### src/hw/rtl/llf_pkg.sv
// ----------------------------------------------------------------------------
// llf_pkg
// Shared types, constants and the microcode program of the ladder low-pass
// filter: control word layout, register indexes and coefficient formats.
// ----------------------------------------------------------------------------
package llf_pkg;

    localparam int POLE_COUNT_DEF  = 4;
    localparam int SAMPLE_BITS_DEF = 24;

    // Coefficients: cutoff is signed Q2.22, feedback gain unsigned Q2.22
    localparam int COEF_BITS = 24;
    localparam int COEF_FRAC = 22;

    localparam logic signed [COEF_BITS-1:0] CUTOFF_RESET = 24'sd2915755;
    localparam logic [COEF_BITS-1:0]        GAIN_RESET   = 24'd1258291;

    localparam int CFG_INDEX_BITS = 2;
    localparam logic [CFG_INDEX_BITS-1:0] REG_CUTOFF = 2'd0;
    localparam logic [CFG_INDEX_BITS-1:0] REG_GAIN   = 2'd1;

    // Microcode store: address width and step addresses
    localparam int UC_AW = 3;
    typedef logic [UC_AW-1:0] upc_t;

    localparam upc_t UPC_LOAD = 3'd0;
    localparam upc_t UPC_MULP = 3'd1;
    localparam upc_t UPC_POLE = 3'd2;
    localparam upc_t UPC_MULQ = 3'd3;
    localparam upc_t UPC_OUT  = 3'd4;

    typedef enum logic [2:0] {
        OP_NOP,
        OP_LOAD,    // take input beat, x = rnd((in - fb) / 4)
        OP_MULP,    // product = P * (x - pole)
        OP_POLE,    // pole update and stage sum
        OP_MULQ,    // product = x * Q
        OP_OUT      // result beat and new feedback
    } op_t;

    typedef enum logic [1:0] {
        COND_JUMP,      // go to target
        COND_IN,        // go to target on input beat, else hold
        COND_LOOP,      // more poles: go to target, else fall through
        COND_OUT        // go to target once the output register is free
    } cond_t;

    typedef struct packed {
        op_t   op;
        cond_t cond;
        upc_t  target;
    } ucode_t;

    function automatic ucode_t ucode_rom(input upc_t addr);
        ucode_t w;
        case (addr)
            UPC_LOAD: w = '{op: OP_LOAD, cond: COND_IN,   target: UPC_MULP};
            UPC_MULP: w = '{op: OP_MULP, cond: COND_JUMP, target: UPC_POLE};
            UPC_POLE: w = '{op: OP_POLE, cond: COND_LOOP, target: UPC_MULP};
            UPC_MULQ: w = '{op: OP_MULQ, cond: COND_JUMP, target: UPC_OUT};
            UPC_OUT:  w = '{op: OP_OUT,  cond: COND_OUT,  target: UPC_LOAD};
            default:  w = '{op: OP_NOP,  cond: COND_JUMP, target: UPC_LOAD};
        endcase
        return w;
    endfunction

endpackage

### src/hw/rtl/llf_sequencer.sv
// ----------------------------------------------------------------------------
// llf_sequencer
// Step counter over the microcode table, with conditional jumps and the
// pole loop counter.
// ----------------------------------------------------------------------------
module llf_sequencer #(
    parameter int POLE_COUNT = llf_pkg::POLE_COUNT_DEF
) (
    input  logic                 aclk,
    input  logic                 aresetn,
    input  logic                 in_fire,
    input  logic                 out_free,
    output llf_pkg::ucode_t      ctrl,
    output logic [((POLE_COUNT > 1) ? $clog2(POLE_COUNT) : 1)-1:0] pole_idx
);

    localparam int KW = (POLE_COUNT > 1) ? $clog2(POLE_COUNT) : 1;
    localparam logic [KW-1:0] K_LAST = KW'(POLE_COUNT - 1);

    llf_pkg::upc_t   upc_reg, upc_next;
    logic [KW-1:0]   k_reg, k_next;

    assign ctrl     = llf_pkg::ucode_rom(upc_reg);
    assign pole_idx = k_reg;

    always_comb begin
        upc_next = upc_reg;
        k_next   = k_reg;
        case (ctrl.cond)
            llf_pkg::COND_JUMP: begin
                upc_next = ctrl.target;
            end
            llf_pkg::COND_IN: begin
                if (in_fire) begin
                    upc_next = ctrl.target;
                end
            end
            llf_pkg::COND_LOOP: begin
                if (k_reg != K_LAST) begin
                    upc_next = ctrl.target;
                    k_next   = k_reg + KW'(1);
                end else begin
                    upc_next = upc_reg + llf_pkg::upc_t'(1);
                    k_next   = '0;
                end
            end
            llf_pkg::COND_OUT: begin
                if (out_free) begin
                    upc_next = ctrl.target;
                end
            end
            default: begin
                upc_next = llf_pkg::UPC_LOAD;
            end
        endcase
    end

    always_ff @(posedge aclk) begin
        if (!aresetn) begin
            upc_reg <= llf_pkg::UPC_LOAD;
            k_reg   <= '0;
        end else begin
            upc_reg <= upc_next;
            k_reg   <= k_next;
        end
    end

endmodule

### src/hw/rtl/llf_datapath.sv
// ----------------------------------------------------------------------------
// llf_datapath
// Coefficient registers, pole and feedback state, one shared multiplier with
// a product register, rounding and clamping adders, and the output register.
// ----------------------------------------------------------------------------
module llf_datapath #(
    parameter int POLE_COUNT  = llf_pkg::POLE_COUNT_DEF,
    parameter int SAMPLE_BITS = llf_pkg::SAMPLE_BITS_DEF
) (
    input  logic                                   aclk,
    input  logic                                   aresetn,
    input  logic                                   cfg_fire,
    input  logic [llf_pkg::CFG_INDEX_BITS-1:0]     cfg_index,
    input  logic [llf_pkg::COEF_BITS-1:0]          cfg_data,
    input  logic                                   in_fire,
    input  logic signed [SAMPLE_BITS-1:0]          sample_in,
    input  llf_pkg::ucode_t                        ctrl,
    input  logic [((POLE_COUNT > 1) ? $clog2(POLE_COUNT) : 1)-1:0] pole_idx,
    output logic                                   out_free,
    output logic                                   out_valid,
    input  logic                                   out_ready,
    output logic signed [SAMPLE_BITS-1:0]          sample_out
);

    localparam int SB = SAMPLE_BITS;
    localparam int CB = llf_pkg::COEF_BITS;
    localparam int CF = llf_pkg::COEF_FRAC;
    localparam int AW = SB + 1;          // multiplier operand A
    localparam int BW = CB + 1;          // multiplier operand B
    localparam int PW = AW + BW;         // product
    localparam int RW = PW - CF;         // rounded product
    localparam int CW = RW + 1;          // clamp adder width

    localparam longint LimVal = (95 * (longint'(1) <<< (SB - 1)) + 50) / 100;
    localparam logic signed [CW-1:0] LIM_POS = CW'(LimVal);
    localparam logic signed [CW-1:0] LIM_NEG = CW'(-LimVal);
    localparam logic signed [CW-1:0] FB_MAX  = CW'((longint'(1) <<< SB) - 1);
    localparam logic signed [CW-1:0] FB_MIN  = CW'(-(longint'(1) <<< SB));
    localparam logic signed [PW-1:0] RND_HALF = PW'(longint'(1) <<< (CF - 1));

    logic signed [CB-1:0]   cutoff_reg;
    logic [CB-1:0]          gain_reg;
    logic signed [SB-1:0]   pole_reg [POLE_COUNT];
    logic signed [SB:0]     fb_reg, fb_next;
    logic signed [SB-1:0]   x_reg, x_next;
    logic signed [PW-1:0]   prod_reg;
    logic signed [SB-1:0]   out_reg;
    logic                   out_valid_reg;

    logic signed [SB+1:0]   load_sum;
    logic signed [SB+1:0]   load_shr;
    logic signed [SB-1:0]   pole_t;
    logic signed [AW-1:0]   mul_a;
    logic signed [BW-1:0]   mul_b;
    logic signed [PW-1:0]   prod_w;
    logic signed [PW-1:0]   rnd_full;
    logic signed [RW-1:0]   rnd_val;
    logic signed [CW-1:0]   sum1, sat1, sum2, sat2, fb_w, fb_sat;
    logic signed [SB-1:0]   pole_new;
    logic                   do_out;

    assign out_free   = !out_valid_reg || out_ready;
    assign out_valid  = out_valid_reg;
    assign sample_out = out_reg;
    assign do_out     = (ctrl.op == llf_pkg::OP_OUT) && out_free;

    // Input: rnd((in - fb) / 4), ties upward
    assign load_sum = (SB+2)'(sample_in) - (SB+2)'(fb_reg) + (SB+2)'(2);
    assign load_shr = load_sum >>> 2;

    assign pole_t = pole_reg[pole_idx];

    always_comb begin
        if (ctrl.op == llf_pkg::OP_MULP) begin
            mul_a = AW'(x_reg) - AW'(pole_t);
            mul_b = BW'(cutoff_reg);
        end else begin
            mul_a = AW'(x_reg);
            mul_b = $signed({1'b0, gain_reg});
        end
    end

    assign prod_w   = PW'(mul_a) * PW'(mul_b);
    assign rnd_full = prod_reg + RND_HALF;
    assign rnd_val  = rnd_full[PW-1:CF];

    // First clamp: new pole value
    assign sum1 = CW'(x_reg) + CW'(rnd_val);
    always_comb begin
        if (sum1 > LIM_POS) begin
            sat1 = LIM_POS;
        end else if (sum1 < LIM_NEG) begin
            sat1 = LIM_NEG;
        end else begin
            sat1 = sum1;
        end
    end
    assign pole_new = sat1[SB-1:0];

    // Second clamp: stage output adds the old pole
    assign sum2 = CW'(pole_new) + CW'(pole_t);
    always_comb begin
        if (sum2 > LIM_POS) begin
            sat2 = LIM_POS;
        end else if (sum2 < LIM_NEG) begin
            sat2 = LIM_NEG;
        end else begin
            sat2 = sum2;
        end
    end

    // Feedback saturates to the Q2 range
    assign fb_w = CW'(rnd_val);
    always_comb begin
        if (fb_w > FB_MAX) begin
            fb_sat = FB_MAX;
        end else if (fb_w < FB_MIN) begin
            fb_sat = FB_MIN;
        end else begin
            fb_sat = fb_w;
        end
    end
    assign fb_next = fb_sat[SB:0];

    always_comb begin
        x_next = x_reg;
        case (ctrl.op)
            llf_pkg::OP_LOAD: begin
                if (in_fire) begin
                    x_next = load_shr[SB-1:0];
                end
            end
            llf_pkg::OP_POLE: begin
                x_next = sat2[SB-1:0];
            end
            default: begin
                x_next = x_reg;
            end
        endcase
    end

    always_ff @(posedge aclk) begin
        if (!aresetn) begin
            cutoff_reg    <= llf_pkg::CUTOFF_RESET;
            gain_reg      <= llf_pkg::GAIN_RESET;
            fb_reg        <= '0;
            out_valid_reg <= 1'b0;
            for (int i = 0; i < POLE_COUNT; i++) begin
                pole_reg[i] <= '0;
            end
        end else begin
            if (cfg_fire && cfg_index == llf_pkg::REG_CUTOFF) begin
                cutoff_reg <= cfg_data;
            end
            if (cfg_fire && cfg_index == llf_pkg::REG_GAIN) begin
                gain_reg <= cfg_data;
            end
            if (ctrl.op == llf_pkg::OP_POLE) begin
                pole_reg[pole_idx] <= pole_new;
            end
            if (do_out) begin
                fb_reg        <= fb_next;
                out_valid_reg <= 1'b1;
            end else if (out_ready) begin
                out_valid_reg <= 1'b0;
            end
        end
    end

    always_ff @(posedge aclk) begin
        x_reg <= x_next;
        if (ctrl.op == llf_pkg::OP_MULP || ctrl.op == llf_pkg::OP_MULQ) begin
            prod_reg <= prod_w;
        end
        if (do_out) begin
            out_reg <= x_reg;
        end
    end

endmodule

### src/hw/rtl/ladder_lowpass_filter_unit.sv
// ----------------------------------------------------------------------------
// ladder_lowpass_filter_unit
// POLE_COUNT-pole (default 4) ladder low-pass filter on signed Q1.(SAMPLE_BITS-1)
// samples, run by a microcoded sequencer over one shared multiplier.
//
//   channel  dir  handshake            payload
//   s_       in   s_valid / s_ready    s_sample_in
//   m_       out  m_valid / m_ready    m_sample_out
//   cfg_     in   cfg_valid/cfg_ready  cfg_index, cfg_data
//
// Each sample runs a load step, a multiply and an update step per pole,
// a feedback multiply and an output step; all multiplies go through the
// single multiplier and its product register.
// Reset clears poles and feedback and loads the coefficient defaults.
// A stalled result holds the sequencer in the output step only while the
// previous result still sits in the output register.
// Config beats are always taken.
// ----------------------------------------------------------------------------
module ladder_lowpass_filter_unit #(
    parameter int POLE_COUNT  = llf_pkg::POLE_COUNT_DEF,
    parameter int SAMPLE_BITS = llf_pkg::SAMPLE_BITS_DEF
) (
    input  logic                               aclk,
    input  logic                               aresetn,
    input  logic                               cfg_valid,
    output logic                               cfg_ready,
    input  logic [llf_pkg::CFG_INDEX_BITS-1:0] cfg_index,
    input  logic [llf_pkg::COEF_BITS-1:0]      cfg_data,
    input  logic                               s_valid,
    output logic                               s_ready,
    input  logic signed [SAMPLE_BITS-1:0]      s_sample_in,
    output logic                               m_valid,
    input  logic                               m_ready,
    output logic signed [SAMPLE_BITS-1:0]      m_sample_out
);

    localparam int KW = (POLE_COUNT > 1) ? $clog2(POLE_COUNT) : 1;

    llf_pkg::ucode_t ctrl;
    logic [KW-1:0]   pole_idx;
    logic            in_fire;
    logic            out_free;

    assign cfg_ready = 1'b1;
    assign s_ready   = (ctrl.op == llf_pkg::OP_LOAD);
    assign in_fire   = s_valid && s_ready;

    llf_sequencer #(
        .POLE_COUNT (POLE_COUNT)
    ) u_seq (
        .aclk     (aclk),
        .aresetn  (aresetn),
        .in_fire  (in_fire),
        .out_free (out_free),
        .ctrl     (ctrl),
        .pole_idx (pole_idx)
    );

    llf_datapath #(
        .POLE_COUNT  (POLE_COUNT),
        .SAMPLE_BITS (SAMPLE_BITS)
    ) u_dp (
        .aclk       (aclk),
        .aresetn    (aresetn),
        .cfg_fire   (cfg_valid && cfg_ready),
        .cfg_index  (cfg_index),
        .cfg_data   (cfg_data),
        .in_fire    (in_fire),
        .sample_in  (s_sample_in),
        .ctrl       (ctrl),
        .pole_idx   (pole_idx),
        .out_free   (out_free),
        .out_valid  (m_valid),
        .out_ready  (m_ready),
        .sample_out (m_sample_out)
    );

`ifndef SYNTHESIS
    localparam longint LimChk = (95 * (longint'(1) <<< (SAMPLE_BITS - 1)) + 50) / 100;
    localparam logic signed [SAMPLE_BITS-1:0] LIM_CHK = SAMPLE_BITS'(LimChk);

    // results stay inside the clamp range
    a_out_range: assert property (@(posedge aclk) disable iff (!aresetn)
        m_valid |-> (m_sample_out <= LIM_CHK && m_sample_out >= -LIM_CHK))
        else $error("result outside clamp range");

    // one input beat per pass through the program
    a_single_load: assert property (@(posedge aclk) disable iff (!aresetn)
        in_fire |=> !s_ready)
        else $error("input taken twice in a row");

    // pole counter never passes the last pole
    a_pole_idx: assert property (@(posedge aclk) disable iff (!aresetn)
        pole_idx <= KW'(POLE_COUNT - 1))
        else $error("pole index out of range");

    // a finished result is never overwritten before it is taken
    a_out_hold: assert property (@(posedge aclk) disable iff (!aresetn)
        (m_valid && !m_ready) |=> m_valid)
        else $error("result dropped");
`endif

endmodule
### config.mk
export PLATFORM = sky130hd
export DESIGN_NAME = ladder_lowpass_filter_unit
export DESIGN_NICKNAME = d
export VERILOG_FILES = /design/src/hw/rtl/llf_pkg.sv /design/src/hw/rtl/llf_sequencer.sv /design/src/hw/rtl/llf_datapath.sv /design/src/hw/rtl/ladder_lowpass_filter_unit.sv
export SDC_FILE = /design/constraint.sdc
export NUM_CORES = 2
export LEC_CHECK = 0
export BUFFER_PORTS_ARGS = -buffer_cell sky130_fd_sc_hd__buf_4
export CAP_MARGIN = 10
export CORE_MARGIN = 5
export CORE_UTILIZATION = 45
export DETAILED_ROUTE_END_ITERATION = 7
export PLACE_DENSITY = 0.6
export SYNTH_ARGS = -nofsm -noshare
export SYNTH_HDL_FRONTEND = slang
export SYNTH_SLANG_ARGS = --single-unit
### constraint.sdc
create_clock -name aclk -period 19.3 [get_ports aclk]
set_input_delay 2.895 -clock aclk [delete_from_list [all_inputs] [get_ports aclk]]
set_output_delay 2.895 -clock aclk [all_outputs]
set_load 0.005 [all_outputs]
==> qor.txt <==
Die Y -> 309.1 um
Setup TNS -> 0 ns
R2r endpoint -> u_dp.prod_reg[48]$_DFFE_PP_
Seq/Total Area, Yosys -> 16.93%
Synth Area per Inst -> 9.119 sq um
Syn-to-layout area delta -> 7.570%
TritonCTS clock tree -> built
Worst path max stage delay -> 0.93 ns
Final setup vio count -> 0
Resized Gates After CTS -> 0
# hold bufs at CTS -> 0
First drt pass iteration count -> 5
FF-to-FF setup slack -> 6.98 ns
Initial antenna violation count -> 2
Clock Latency Late Sink -> 0.64 ns
Hpwl dp -> 109600 um
Syn nets -> 5406
Fin crit period -> 12.32 ns
Worst-Margin Slew -> 1.167 ns
Worst Reg-to-Reg Cells -> 34
Placer Congestion -> 1.001
Initial Util -> 45.42%
H-tree levels -> 1
Final hold vios -> 0
Synth warn -> 0
WHS Endpoint -> u_dp.fb_reg[0]$_SDFFE_PN0P_
Clk pin slew, worst setup/hold paths -> 0.07 ns
Number of synthesized flops with an enable pin -> 173
Netlist cell types -> 89
Most used cell, CP -> fa_1
Hold Crit Start -> u_dp.fb_reg[0]$_SDFFE_PN0P_
RSZ-0062 raised after global routing -> no
Commonest non-fill, non-tap cell in the layout -> inv_1
Cts bufs inserted -> 31
Largest net degree at the start of global routing -> 129
Die X -> 309.1 um
Status -> complete, no violations
Vias per cell -> 5.852
Required time of the critical path -> 19.69 ns
Clock skew -> 0.01301 ns
CP Max Fanout -> 24
FFs w/ async S/R, synth -> 0%
WHS Path Cells -> 1
Max reg flops -> 96
Post-route clock period utilization -> 63.86%
Slowest cell on crit path -> a31oi_2
Top Ports -> 82
# Post-CTS Setup Buffers -> 0
Wire per inst -> 24.74 um
Cell Rows -> 109
Commonest cells after routing, fill and taps aside -> inv_1, fa_1, nand2_1
DR iter-0 viols -> 3235
Fmax -> 81.14 MHz
Area contributors post-synth -> fa_1, edfxtp_1, ha_1
CTS sink cnt -> 254
CP arrival -> 12.72 ns
CP Launch Type -> register
Share of post-route cells with drive strength above 1 -> 7.998%
Number of routed nets with antenna violations -> 0
Die area -> 95560 sq um
Final WL -> 138400 um
Grt ovf -> 0
Kind of end point of the critical path -> register
Critical path type -> reg2reg
Worst slew margin -> 21.23%
PortBufs -> 80
Placeable Area -> 88650 sq um
GR Util All Layers -> 29.11%
Synth Cell Area -> 40260 sq um
Max-slew violation count -> 0
Post-synth top area cell -> fa_1
DRC -> 0
CTS max path bufs -> 3
Hold Path Class -> reg2reg
Post-synth top flop -> edfxtp_1
First-pass GRT wire length -> 210200 um
Vias -> 32730
Max Cap Violations -> 0
Synth top area share -> 32.87%
Number of global-route vias before repair -> 33660
Syn Inst Count -> 4415
Post-layout nets -> 5392
Register bit count reported by yosys -> 254
Clock root cell -> clkbuf_16
[synthesized netlist by cell type, drive strengths merged (26+ instances only)]
cell type  count
a21boi        31
a21o          55
a21oi        146
a22o          30
a22oi         27
a31o          45
a31oi         54
and2          35
and3          98
buf           26
clkbuf       176
dfxtp         81
edfxtp       173
fa           661
ha           275
inv          787
nand2        497
nand2b        33
nand3         87
nor2         374
nor3         111
o21ai         84
o22ai         41
xnor2         87
xor2          57
[stage by stage]
step | hold slack [ns] | utilization (%) | std cells | area [sq um] | setup WS, ns
detailed placement | 0.5214 | 47.64 | 5533 | 42230 | 7.063
finish | 0.5348 | 48.86 | 5592 | 43310 | 6.975
CTS | 0.5361 | 48.85 | 5591 | 43310 | 6.976
floorplan | 0.4761 | - | 4415 | 40260 | 8.552
global placement | 0.5160 | 47.64 | 5533 | 42230 | 7.145
global route | 0.5600 | 48.85 | 5591 | 43310 | 6.251
[final cells by class]
cell class	count	area, sq um
antenna	1	2.502
clock buffer	48	965.9
clock inverter	10	113.9
fill	8476	45340
inverter	787	2954
multi-input combinational	3172	29820
sequential	254	6818
tap	1165	1458
timing repair buffer	155	1176
[worst max-delay path: cells and delay by family (launching register included)]
family          cells  cell delay (ns)
mux                 1             0.44
simple gates        3             0.69
buf+inv             3             0.17
fa+ha+maj          10             4.53
flops               1             0.91
xor+xnor            1             0.08
compound gates     16             5.20
[kinds of logic after synthesis]
kind of cell | share of synthesized area, %
other cells | 0.009314
flops | 16.93
buf+inv | 9.320
simple gates | 15.38
fa+ha+maj | 41.46
mux | 1.976
xor+xnor | 3.132
compound gates | 11.79
[how the worst max path moves through the flow]
stage	from	end	slack [ns]	depth (start not counted)
after CTS	register	u_dp.prod_reg[48]$_DFFE_PP_	6.98	34
after global routing	register	u_dp.prod_reg[48]$_DFFE_PP_	6.25	35
final	register	u_dp.prod_reg[48]$_DFFE_PP_	6.98	34
after global placement	register	u_dp.prod_reg[48]$_DFFE_PP_	7.15	34
after floorplan	register	u_dp.prod_reg[48]$_DFFE_PP_	8.55	38
after detailed placement	register	u_dp.prod_reg[48]$_DFFE_PP_	7.06	34
[per-layer routing]
layer | GRT usage, % | up-vias | share of wire (%)
met1 | 39.63 | 16350 | 40
met5 | 0 | - | 0.0051
met4 | 12.69 | 2 | 5.7
met2 | 45.14 | 1642 | 44
li1 | - | 14380 | -
met3 | 6.436 | 350 | 9.9
Power is left out: the tool's default activity adds up to more than one toggle a clock period on the data nets, which glitch-free logic cannot reach.
